## src/rtl/core/xsf_pkg.sv

```systemverilog
`default_nettype none

package xsf_pkg;

    localparam int SCREEN_WIDTH  = 64;
    localparam int SCREEN_HEIGHT = 32;

    localparam int ROW_BITS      = 64;
    localparam int SPRITE_PIXELS = 8;
    localparam int ROW_AW        = (SCREEN_HEIGHT > 1) ? $clog2(SCREEN_HEIGHT) : 1;
    // wide enough to hold any y_pos and SCREEN_HEIGHT itself
    localparam int ROW_CMP_W     = 7;
    localparam int COL_W         = 7;

    typedef enum logic [1:0] {
        ACT_DRAW  = 2'd0,
        ACT_CLEAR = 2'd1,
        ACT_READ  = 2'd2
    } action_t;

    typedef struct packed {
        action_t    action;
        logic [5:0] x_pos;
        logic [4:0] y_pos;
        logic [7:0] sprite_bits;
    } in_item_t;

    typedef struct packed {
        logic                collision;
        logic [ROW_BITS-1:0] row_pixels;
    } out_item_t;

    typedef enum logic {
        ST_IDLE   = 1'b0,
        ST_UPDATE = 1'b1
    } state_t;

    typedef struct packed {
        logic load;    // latch item, issue row read
        logic update;  // modify/write row, load result
    } ctrl_cmd_t;

    function automatic logic [ROW_AW-1:0] row_addr(input logic [4:0] y);
        return ROW_AW'(y);
    endfunction

    function automatic logic row_in_range(input logic [4:0] y);
        return ROW_CMP_W'(y) < ROW_CMP_W'(SCREEN_HEIGHT);
    endfunction

    // Sprite byte placed in a row word, MSB at column x; columns past the edge drop.
    function automatic logic [ROW_BITS-1:0] sprite_mask(input logic [5:0] x,
                                                       input logic [7:0] bits);
        logic [ROW_BITS-1:0] mask;
        logic [COL_W-1:0]    col;
        mask = '0;
        for (int k = 0; k < SPRITE_PIXELS; k++) begin
            col = COL_W'(x) + COL_W'(k);
            if ((col < COL_W'(SCREEN_WIDTH)) && bits[SPRITE_PIXELS-1-k]) begin
                mask[col[5:0]] = 1'b1;
            end
        end
        return mask;
    endfunction

endpackage

`default_nettype wire

```

## src/rtl/core/xsf_ram.sv

```systemverilog
`default_nettype none

module xsf_ram #(
    parameter int WIDTH = 64,
    parameter int DEPTH = 32,
    parameter int AW    = (DEPTH > 1) ? $clog2(DEPTH) : 1
) (
    input  wire logic             clk,
    input  wire logic             wr_en,
    input  wire logic [AW-1:0]    wr_addr,
    input  wire logic [WIDTH-1:0] wr_data,
    input  wire logic             rd_en,
    input  wire logic [AW-1:0]    rd_addr,
    output logic      [WIDTH-1:0] rd_data
);

    logic [WIDTH-1:0] mem [DEPTH];
    logic [WIDTH-1:0] rd_data_reg;

    always_ff @(posedge clk)
    begin
        if (wr_en)
        begin
            mem[wr_addr] <= wr_data;
        end
        if (rd_en)
        begin
            rd_data_reg <= mem[rd_addr];
        end
    end

    assign rd_data = rd_data_reg;

endmodule

`default_nettype wire

```

## src/rtl/core/xsf_ctrl.sv

```systemverilog
`default_nettype none

module xsf_ctrl (
    input  wire logic          clk,
    input  wire logic          rst_n,
    input  wire logic          start,
    output logic               busy,
    output logic               done,
    output xsf_pkg::ctrl_cmd_t cmd
);

    xsf_pkg::state_t state_reg;
    xsf_pkg::state_t state_next;
    logic            done_reg;

    always_ff @(posedge clk or negedge rst_n)
    begin
        if (!rst_n)
        begin
            state_reg <= xsf_pkg::ST_IDLE;
            done_reg  <= 1'b0;
        end
        else
        begin
            state_reg <= state_next;
            done_reg  <= cmd.update;
        end
    end

    always_comb
    begin
        state_next = state_reg;
        case (state_reg)
            xsf_pkg::ST_IDLE:
            begin
                if (start)
                begin
                    state_next = xsf_pkg::ST_UPDATE;
                end
            end
            xsf_pkg::ST_UPDATE: state_next = xsf_pkg::ST_IDLE;
            default:            state_next = xsf_pkg::ST_IDLE;
        endcase
    end

    always_comb
    begin
        busy       = 1'b0;
        cmd.load   = 1'b0;
        cmd.update = 1'b0;
        case (state_reg)
            xsf_pkg::ST_IDLE:   cmd.load = start;
            xsf_pkg::ST_UPDATE:
            begin
                busy       = 1'b1;
                cmd.update = 1'b1;
            end
            default:            busy = 1'b0;
        endcase
    end

    assign done = done_reg;

endmodule

`default_nettype wire

```

## src/rtl/core/xsf_datapath.sv

```systemverilog
`default_nettype none

module xsf_datapath (
    input  wire logic               clk,
    input  wire logic               rst_n,
    input  wire xsf_pkg::ctrl_cmd_t cmd,
    input  wire xsf_pkg::in_item_t  item,
    output xsf_pkg::out_item_t      result
);

    xsf_pkg::in_item_t               item_reg;
    xsf_pkg::out_item_t              result_reg;
    xsf_pkg::out_item_t              result_next;
    logic [xsf_pkg::SCREEN_HEIGHT-1:0] valid_reg;
    logic [xsf_pkg::SCREEN_HEIGHT-1:0] valid_next;

    logic [xsf_pkg::ROW_AW-1:0]   addr;
    logic                         in_range;
    logic [xsf_pkg::ROW_BITS-1:0] rd_data;
    logic [xsf_pkg::ROW_BITS-1:0] row_word;
    logic [xsf_pkg::ROW_BITS-1:0] mask;
    logic                         wr_en;

    // row store; rows not valid since the last clear read as zero
    xsf_ram #(
        .WIDTH (xsf_pkg::ROW_BITS),
        .DEPTH (xsf_pkg::SCREEN_HEIGHT)
    ) u_ram (
        .clk     (clk),
        .wr_en   (wr_en),
        .wr_addr (addr),
        .wr_data (row_word ^ mask),
        .rd_en   (cmd.load),
        .rd_addr (xsf_pkg::row_addr(item.y_pos)),
        .rd_data (rd_data)
    );

    always_ff @(posedge clk)
    begin
        if (cmd.load)
        begin
            item_reg <= item;
        end
        if (cmd.update)
        begin
            result_reg <= result_next;
        end
    end

    always_ff @(posedge clk or negedge rst_n)
    begin
        if (!rst_n)
        begin
            valid_reg <= '0;
        end
        else
        begin
            valid_reg <= valid_next;
        end
    end

    assign addr     = xsf_pkg::row_addr(item_reg.y_pos);
    assign in_range = xsf_pkg::row_in_range(item_reg.y_pos);
    assign row_word = (in_range && valid_reg[addr]) ? rd_data : '0;
    assign mask     = xsf_pkg::sprite_mask(item_reg.x_pos, item_reg.sprite_bits);

    always_comb
    begin
        wr_en       = 1'b0;
        valid_next  = valid_reg;
        result_next = '0;
        if (cmd.update)
        begin
            case (item_reg.action)
                xsf_pkg::ACT_DRAW:
                begin
                    if (in_range)
                    begin
                        wr_en                 = 1'b1;
                        valid_next[addr]      = 1'b1;
                        result_next.collision = |(row_word & mask);
                    end
                end
                xsf_pkg::ACT_CLEAR: valid_next = '0;
                xsf_pkg::ACT_READ:  result_next.row_pixels = row_word;
                default:            result_next = '0;
            endcase
        end
    end

    assign result = result_reg;

endmodule

`default_nettype wire

```

## src/rtl/core/xor_sprite_framebuffer_core.sv

```systemverilog
// Channel   Signals                 Direction  Handshake
// item      start, busy, item       in         taken when start && !busy
// result    done, result            out        one-cycle strobe on done
//
// An accepted item is latched and its row read issued; the update state does
// the XOR/collision update, writes the row back and registers the result.
// done is high the cycle after that, while a new item may be taken. The
// single row RAM port pair has a registered read. Clear is instant: per-row
// valid flops are wiped and reset does the same. The receiver cannot stall.
`default_nettype none

module xor_sprite_framebuffer_core (
    input  wire logic              clk,
    input  wire logic              rst_n,
    input  wire logic              start,
    output logic                   busy,
    input  wire xsf_pkg::in_item_t item,
    output logic                   done,
    output xsf_pkg::out_item_t     result
);

    // command bundle from sequencer to datapath
    xsf_pkg::ctrl_cmd_t cmd;

    // two-state sequencer: idle (accepts) and update (row read data ready)
    xsf_ctrl u_ctrl (
        .clk   (clk),
        .rst_n (rst_n),
        .start (start),
        .busy  (busy),
        .done  (done),
        .cmd   (cmd)
    );

    // row RAM, valid bits, sprite mask, collision test, result register
    xsf_datapath u_dp (
        .clk    (clk),
        .rst_n  (rst_n),
        .cmd    (cmd),
        .item   (item),
        .result (result)
    );

endmodule

`default_nettype wire

```

## config.mk

```make
export PLATFORM = sky130hd
export DESIGN_NAME = xor_sprite_framebuffer_core
export DESIGN_NICKNAME = d
export VERILOG_FILES = /design/src/rtl/core/xsf_pkg.sv /design/src/rtl/core/xsf_ram.sv /design/src/rtl/core/xsf_ctrl.sv /design/src/rtl/core/xsf_datapath.sv /design/src/rtl/core/xor_sprite_framebuffer_core.sv
export SDC_FILE = /design/constraint.sdc
export NUM_CORES = 2
export LEC_CHECK = 0
export BUFFER_PORTS_ARGS = -buffer_cell sky130_fd_sc_hd__buf_2
export CAP_MARGIN = 15
export CORE_UTILIZATION = 43
export DETAILED_ROUTE_END_ITERATION = 12
export SLEW_MARGIN = 10
export SYNTH_ARGS = -nofsm -noshare
export SYNTH_HDL_FRONTEND = slang
export SYNTH_SLANG_ARGS = --single-unit
```

## constraint.sdc

```tcl
create_clock -name clk -period 13.2 [get_ports clk]
set_clock_uncertainty 0.05 [all_clocks]
set_input_delay 2.64 -clock clk [delete_from_list [all_inputs] [get_ports clk]]
set_output_delay 2.64 -clock clk [all_outputs]
set_load 0.03 [all_outputs]
```

**Word level (Yosys, flattened, before mapping)**

Memory sizes are Yosys's and may differ from the RTL's. A register that Yosys moved wholly into a read port is not among the register bits.
Index checks and enable logic that the tools add are counted.

- Register bits: 120
- Word-level logic and storage cells: 115
- RAM bits: 2048
- Input port bits: 24
- Memories: 1

Memories:

| memory | depth | width | rd ports | clocked after Yosys merged registers in | wr ports | RTL line | text |
|---|---|---|---|---|---|---|---|
| u_dp.u_ram.mem | 32 | 64 | 1 | 1 | 1 | xsf_ram.sv:17 | `logic [WIDTH-1:0] mem [DEPTH];` |

- Bitwise operators: 11
- Multiplexer cells: 38
- Magnitude comparators: 26
- Equal/unequal tests: 2
- Reduce and logical (&&, ||, !) cells: 21
- $add $sub $neg: 7

Operators with widths:

| cell | count |
|---|---|
| 64-bit two-way mux | 9 |
| 64-bit OR | 7 |
| 64-bit bitwise AND | 1 |
| 32-bit one-hot mux with 2 select lines | 1 |
| 64-bit OR reduction | 1 |
| 64-bit XOR | 1 |
| 6-bit by 7-bit less-than comparator with 1-bit output (second input constant) | 9 |
| 7-bit less-than comparator (second input constant) | 7 |
| 1-bit demux with 6-bit select | 8 |
| 6-bit by 1-bit greater-or-equal comparator with 1-bit output (second input constant) | 8 |
| 32-bit OR | 1 |
| 6-bit by 3-bit adder with 7-bit output (second input constant) | 4 |
| 1-bit logical AND | 17 |
| 1-bit two-way mux | 17 |
| 6-bit by 2-bit adder with 7-bit output (second input constant) | 2 |
| 6-bit by 1-bit adder with 7-bit output (second input constant) | 1 |
| 5-bit by 6-bit less-than comparator with 1-bit output (second input constant) | 1 |
| 1-bit binary-select mux with 5-bit select | 1 |
| 1-bit demux with 5-bit select | 1 |
| 5-bit by 1-bit greater-or-equal comparator with 1-bit output (second input constant) | 1 |
| 2-bit by 1-bit equality test with 1-bit output (second input constant) | 1 |
| 2-bit equality test (second input constant) | 1 |
| 2-bit zero test | 1 |
| 1-bit one-hot mux with 2 select lines | 1 |
| other kinds (3) | 3 |

**Longest topological paths before layout**

- Word-level depth: 21
- Mapped depth: 14
- Gate-level depth less buffers: 12

**Modules after synthesis**

A second synthesis with hierarchy kept.

- Cell total of the unflattened synthesis: 4319
- Area, all modules: 90162.7 um^2

Modules (own cells, without submodules):

| module | instances | cells an instance | seq. area each (um^2) | area each (um^2) |
|---|---|---|---|---|
| xsf_ram | 1 | 3097 | 63420.8 | 79605.1 |
| xsf_datapath | 1 | 1217 | 3383.2 | 10478.8 |
| xsf_ctrl | 1 | 5 | 50.0 | 78.8 |

**Worst setup path after synthesis**

Ideal clock, no wire load.

- Path type: in2reg
- From: input start
- To: register u_dp.item_reg, in the netlist u_dp.addr[0], enable pin
- Setup slack: 6.237 ns
- Stages on the path: 1
- Required time: 12.613 ns
- Data arrival time: 6.377 ns
- Cells stage by stage: nor2b_1

- Cells in the longest elaborated chain, start to end: 1

Ends and longest elaborated chain:

| what | RTL line | text |
|---|---|---|
| start, declared | xor_sprite_framebuffer_core.sv:15 | `input wire logic start,` |
| 1-bit two-way mux | xsf_ctrl.sv:51 | `case (state_reg)` |
| end signal, assigned | xsf_datapath.sv:42 | `item_reg <= item;` |
| end, declared | xsf_datapath.sv:11 | `xsf_pkg::in_item_t item_reg;` |

Every way passes these cells.
A chain may end at the register's enable or synchronous reset.

**Worst setup path after layout**

- From: register u_dp.item_reg[13] (netlist name)
- To: register u_dp.result_reg, in the netlist u_dp.result[64] (data pin)

- Cells in the longest elaborated chain, start to end: 21
- Elaborated cells between the ends (all ways): 80
- Classes of those cells: add/sub: 7; order compare: 24; mux: 24; bitwise: 8; reduce/logical: 17

Ends and longest elaborated chain:

| what | RTL line | text |
|---|---|---|
| 6-bit by 1-bit adder with 7-bit output (tied with other cells) | xsf_pkg.sv:58 | `col = COL_W'(x) + COL_W'(k);` |
| 6-bit by 7-bit less-than comparator with 1-bit output (not written as such) (tied with other cells) | xsf_pkg.sv:60 | `mask[col[5:0]] = 1'b1;` |
| 1-bit logical AND (not written as such) or 1-bit two-way mux (tied branches) | xsf_pkg.sv:60 |  |
| 1-bit two-way mux (not written as such) or 1-bit demux with 6-bit select (tied branches) | n/a |  |
| 1-bit demux with 6-bit select or 64-bit two-way mux (tied branches) | n/a |  |
| 64-bit OR (no source line) | n/a |  |
| 64-bit two-way mux | xsf_pkg.sv:59 | `if ((col < COL_W'(SCREEN_WIDTH)) && bits[SPRITE_PIXELS-1-k]) begin` |
| 64-bit OR (no source line) | n/a |  |
| [... 5 more ...] | n/a |  |
| 64-bit OR (no source line) | n/a |  |
| 64-bit two-way mux | xsf_pkg.sv:59 |  |
| 64-bit OR (no source line) | n/a |  |
| 64-bit two-way mux | xsf_pkg.sv:59 |  |
| 64-bit OR (no source line) | n/a |  |
| 64-bit two-way mux * | xsf_pkg.sv:59 |  |
| 64-bit bitwise AND * | xsf_datapath.sv:81 | `result_next.collision = \|(row_word & mask);` |
| 64-bit OR reduction * | xsf_datapath.sv:81 |  |
| end signal, assigned | xsf_datapath.sv:46 | `result_reg <= result_next;` |
| end, declared | xsf_datapath.sv:12 | `xsf_pkg::out_item_t result_reg;` |

Every way passes the cells marked *; elsewhere a longest branch is shown, timed or not.

==> impl_metrics.yaml <==
floorplan:
  initial_core_util_pct: 43.4
  dieArea_mm2: 0.212
  die_x_um: 460
  die_height_um: 460
  boundaryPins: 91
  coreArea_mm2: 0.208
  rows: 167
layout:
  areaGrowthSynthToFinish_pct: 12.5
  fillerInstances: 16900
  largest_register_ffs: 2048
  layout-drive-gt1-share_pct: 23.2
  ff_latch_area_mm2: 0.0669
  multi_input_area_mm2: 0.0225
  layout_commonest_cell: "edfxtp_1"
  instances_no_fill: 7663
  num-nets-final: 4780
  final_cell_mix: "2198 x edfxtp_1, 520 x mux4_2, 260 x mux2i_1"
worst_setup_path:
  endpoint_kind: "flop"
  cp-start-kind: "flop"
  crit_fanout: 28
  reg2reg_slack_ps: 7300
  cp_data_required_time_ps: 13760
  crit_type: "flop to flop"
  crit_arrival_ps: 6460
detailed_routing:
  detail_route.wl_per_cell_um: 36.2
  drt_wl_total_um: 278000
  num_vias: 48200
  drt_first_pass_iters: 8
  vias_per_cell: 6.30
  drt_iter0_markers: 6384
  postRouteAntennaNets: 0
  drc: 0
power:
  comb_power_share_pct: 6.1
  p_sw_share_pct: 22.3
  clockPowerShare_pct: 40.5
  internal-power_mw: 11.6
  power.total_mw: 14.9
  power.leakage_nw: 34.1
  power_switching_mw: 3.31
  p_per_area_mw_per_mm2: 146
  peakVddDrop_uv: 127
  pwr-share-seq_pct: 53.4
sta:
  tns_ps: 0
  timing_hold_violations_final: 0
  finalCriticalPeriod_ps: 5900
  slew-limit-headroom_pct: 19.2
  fmax_mhz: 169
  rsz0062_at_grt: "no"
  min_period_over_period_pct: 44.7
  setup_violations: 0
  worstMarginPinSlew_ps: 1200
  maxSlewViolCount: 0
synth:
  synth-adder-area-share_pct: 0.943
  muxShareOfSynthArea_pct: 15.9
  synth_compound_area_share_pct: 3.99
  syn_inst: 4483
  async_reset_ff_share_pct: 1.52
  ys_seq_elements: 2232
  yosysSeqAreaShare_pct: 74.1
  synth_top_family_by_area: "multiplexers"
  netlist_area_mm2: 0.0902
  synth_edf_count: 2198
  synthXorXnorAreaFrac_pct: 0.175
  synth_ff_type: "edfxtp_1"
  syn_nets: 4575
  yosysUniqueCellTypes: 66
  synthSimpleGateAreaFrac_pct: 3.61
  avgSynthCellArea_um2: 20.1
  yosysWarnings: 0
clock_network:
  cts-hold-fix-buffers: 0
  cts_buffer_depth: 3
  cts_buffers: 221
  post_cts_resize_count: 0
  clock_latency_ps: 870
  clock_sinks: 2232
  cts-root-buf: "clkbuf_16"
  path_clk_slew_ps: 70
  cts_htree_levels: 4
  tritoncts: "built"
  post-cts-setup-buffers: 0
global_routing:
  grt_overflow: 0
  antenna_found_initial: 9
  grt_pass1_wl_um: 384000
  grt_use_total_pct: 26.3
  grt_pass1_vias: 47500
  grt_max_degree: 127
outcome:
  status: "completed"
worst_hold_path:
  min_path_type: "flop to flop"
placed_design:
  gp_congestion: 1.06
  hpwlAfterDp_um: 160000
  port_buffers: 90
  dp_cells: 7252
flow_run:
  maxCapViolCount: 0
## kinds of logic after synthesis
logic type | Yosys count
flip-flops | 2232
AND/OR/NAND/NOR | 635
multiplexers | 781
buffers and inverters | 280
adder cells (fa/ha/maj) | 68
XOR/XNOR | 18
AO/OA/AOI/OAI | 469
## synthesized netlist by cell type (all sizes together) (3+ instances only)
cell     instances  area, um^2
a2bb2oi          6        52.6
clkinv           4        15.0
o32ai           41         359
nand3           81         405
a211oi          20         150
nand2b          18         113
nor4            19         119
nand4           12        75.1
a21oi           48         240
a22o            64         561
a22oi           35         263
or3b             3        26.3
clkbuf         136         510
o2bb2ai          6        52.6
ha              68         851
a21o            33         248
nor2b           20         125
nand2           87         327
inv             14        52.6
xor2             5        43.8
nand3b           8        60.1
and3             3        18.8
o2111ai          3        26.3
o32a             6        60.1
buf            126         614
mux4           520       11700
a31oi            8        50.1
a221oi          91         797
or3              8        50.1
nor3            54         275
o211ai           3        22.5
o21a             7        52.6
dfrtp           34         851
o22ai           55         344
or4              3        22.5
and2           144         941
xnor2           13         114
mux2i          260        2600
edfxtp        2198       66000
or2              6        37.5
a32oi           13         114
o21ai           15        75.1
nor2           163         612
## critical path: stages (launching register included)
cell and delay [ps]:
edfxtp_1 320, buf_4 330, clkinv_1 460, ha_1 480, nand2b_1 240, xnor2_1 620, or3_1 490, nor2_1 90
a221oi_1 440, nand3_1 310, ha_1 290, nor4_1 650, nand4_1 340, o41a_1 510
## layer usage
metal / global-route usage (%) / routed length [um] / vias up
met2: 41.4 / 131000 / 2490
met1: 36.7 / 113000 / 25900
met3: 4.34 / 21600 / 546
li1: - / - / 19300
met5: 0 / 51 / -
met4: 10.4 / 11700 / 8
## layout make-up
| cell class | instances | area share (%) |
|---|---|---|
| Clock inverter | 128 | 1.06 |
| Inverter | 18 | 0.0665 |
| Multi-Input combinational cell | 1971 | 22.2 |
| Antenna cell | 4 | 0.00986 |
| Clock buffer | 278 | 5.70 |
| Tap cell | 2788 | 3.43 |
| Timing Repair Buffer | 244 | 1.70 |
| Sequential cell | 2232 | 65.8 |
## stage by stage
stage	worst slack, ps	util [%]	instance area, um^2	hold slack [ps]
final	7300	48.8	102000	423
after global routing	7220	48.8	102000	440
after CTS	7470	48.8	102000	424
after detailed placement	6770	45.5	94700	410
after global placement	6730	45.5	94700	403
after floorplan	6240	-	90200	394
## power groups by stage
stage | combinational [mW] | clock [mW] | sequential, mW
after detailed placement | 0.897 | 0 | 8.09
after global placement | 0.892 | 0 | 8.09
final | 0.903 | 6.03 | 7.94
after CTS | 0.898 | 6.11 | 7.94
after global routing | 0.948 | 6.36 | 7.94
after floorplan | 0.552 | 0 | 8.08
## final timing paths
| path | from | to | cells after the start |
|---|---|---|---|
| max | u_dp.item_reg[13] | u_dp.result[64] | 13 |
| min | u_dp.valid_reg[10] | u_dp.valid_reg[10] | 1 |
| max reg2reg | u_dp.item_reg[13] | u_dp.result[64] | 13 |
| min reg2reg | u_dp.valid_reg[10] | u_dp.valid_reg[10] | 1 |
| max in group asynchronous | rst_n | u_ctrl.state_reg | 1 |
| min in group asynchronous | rst_n | u_ctrl.done | 1 |
(Power assumes the default switching activity.)
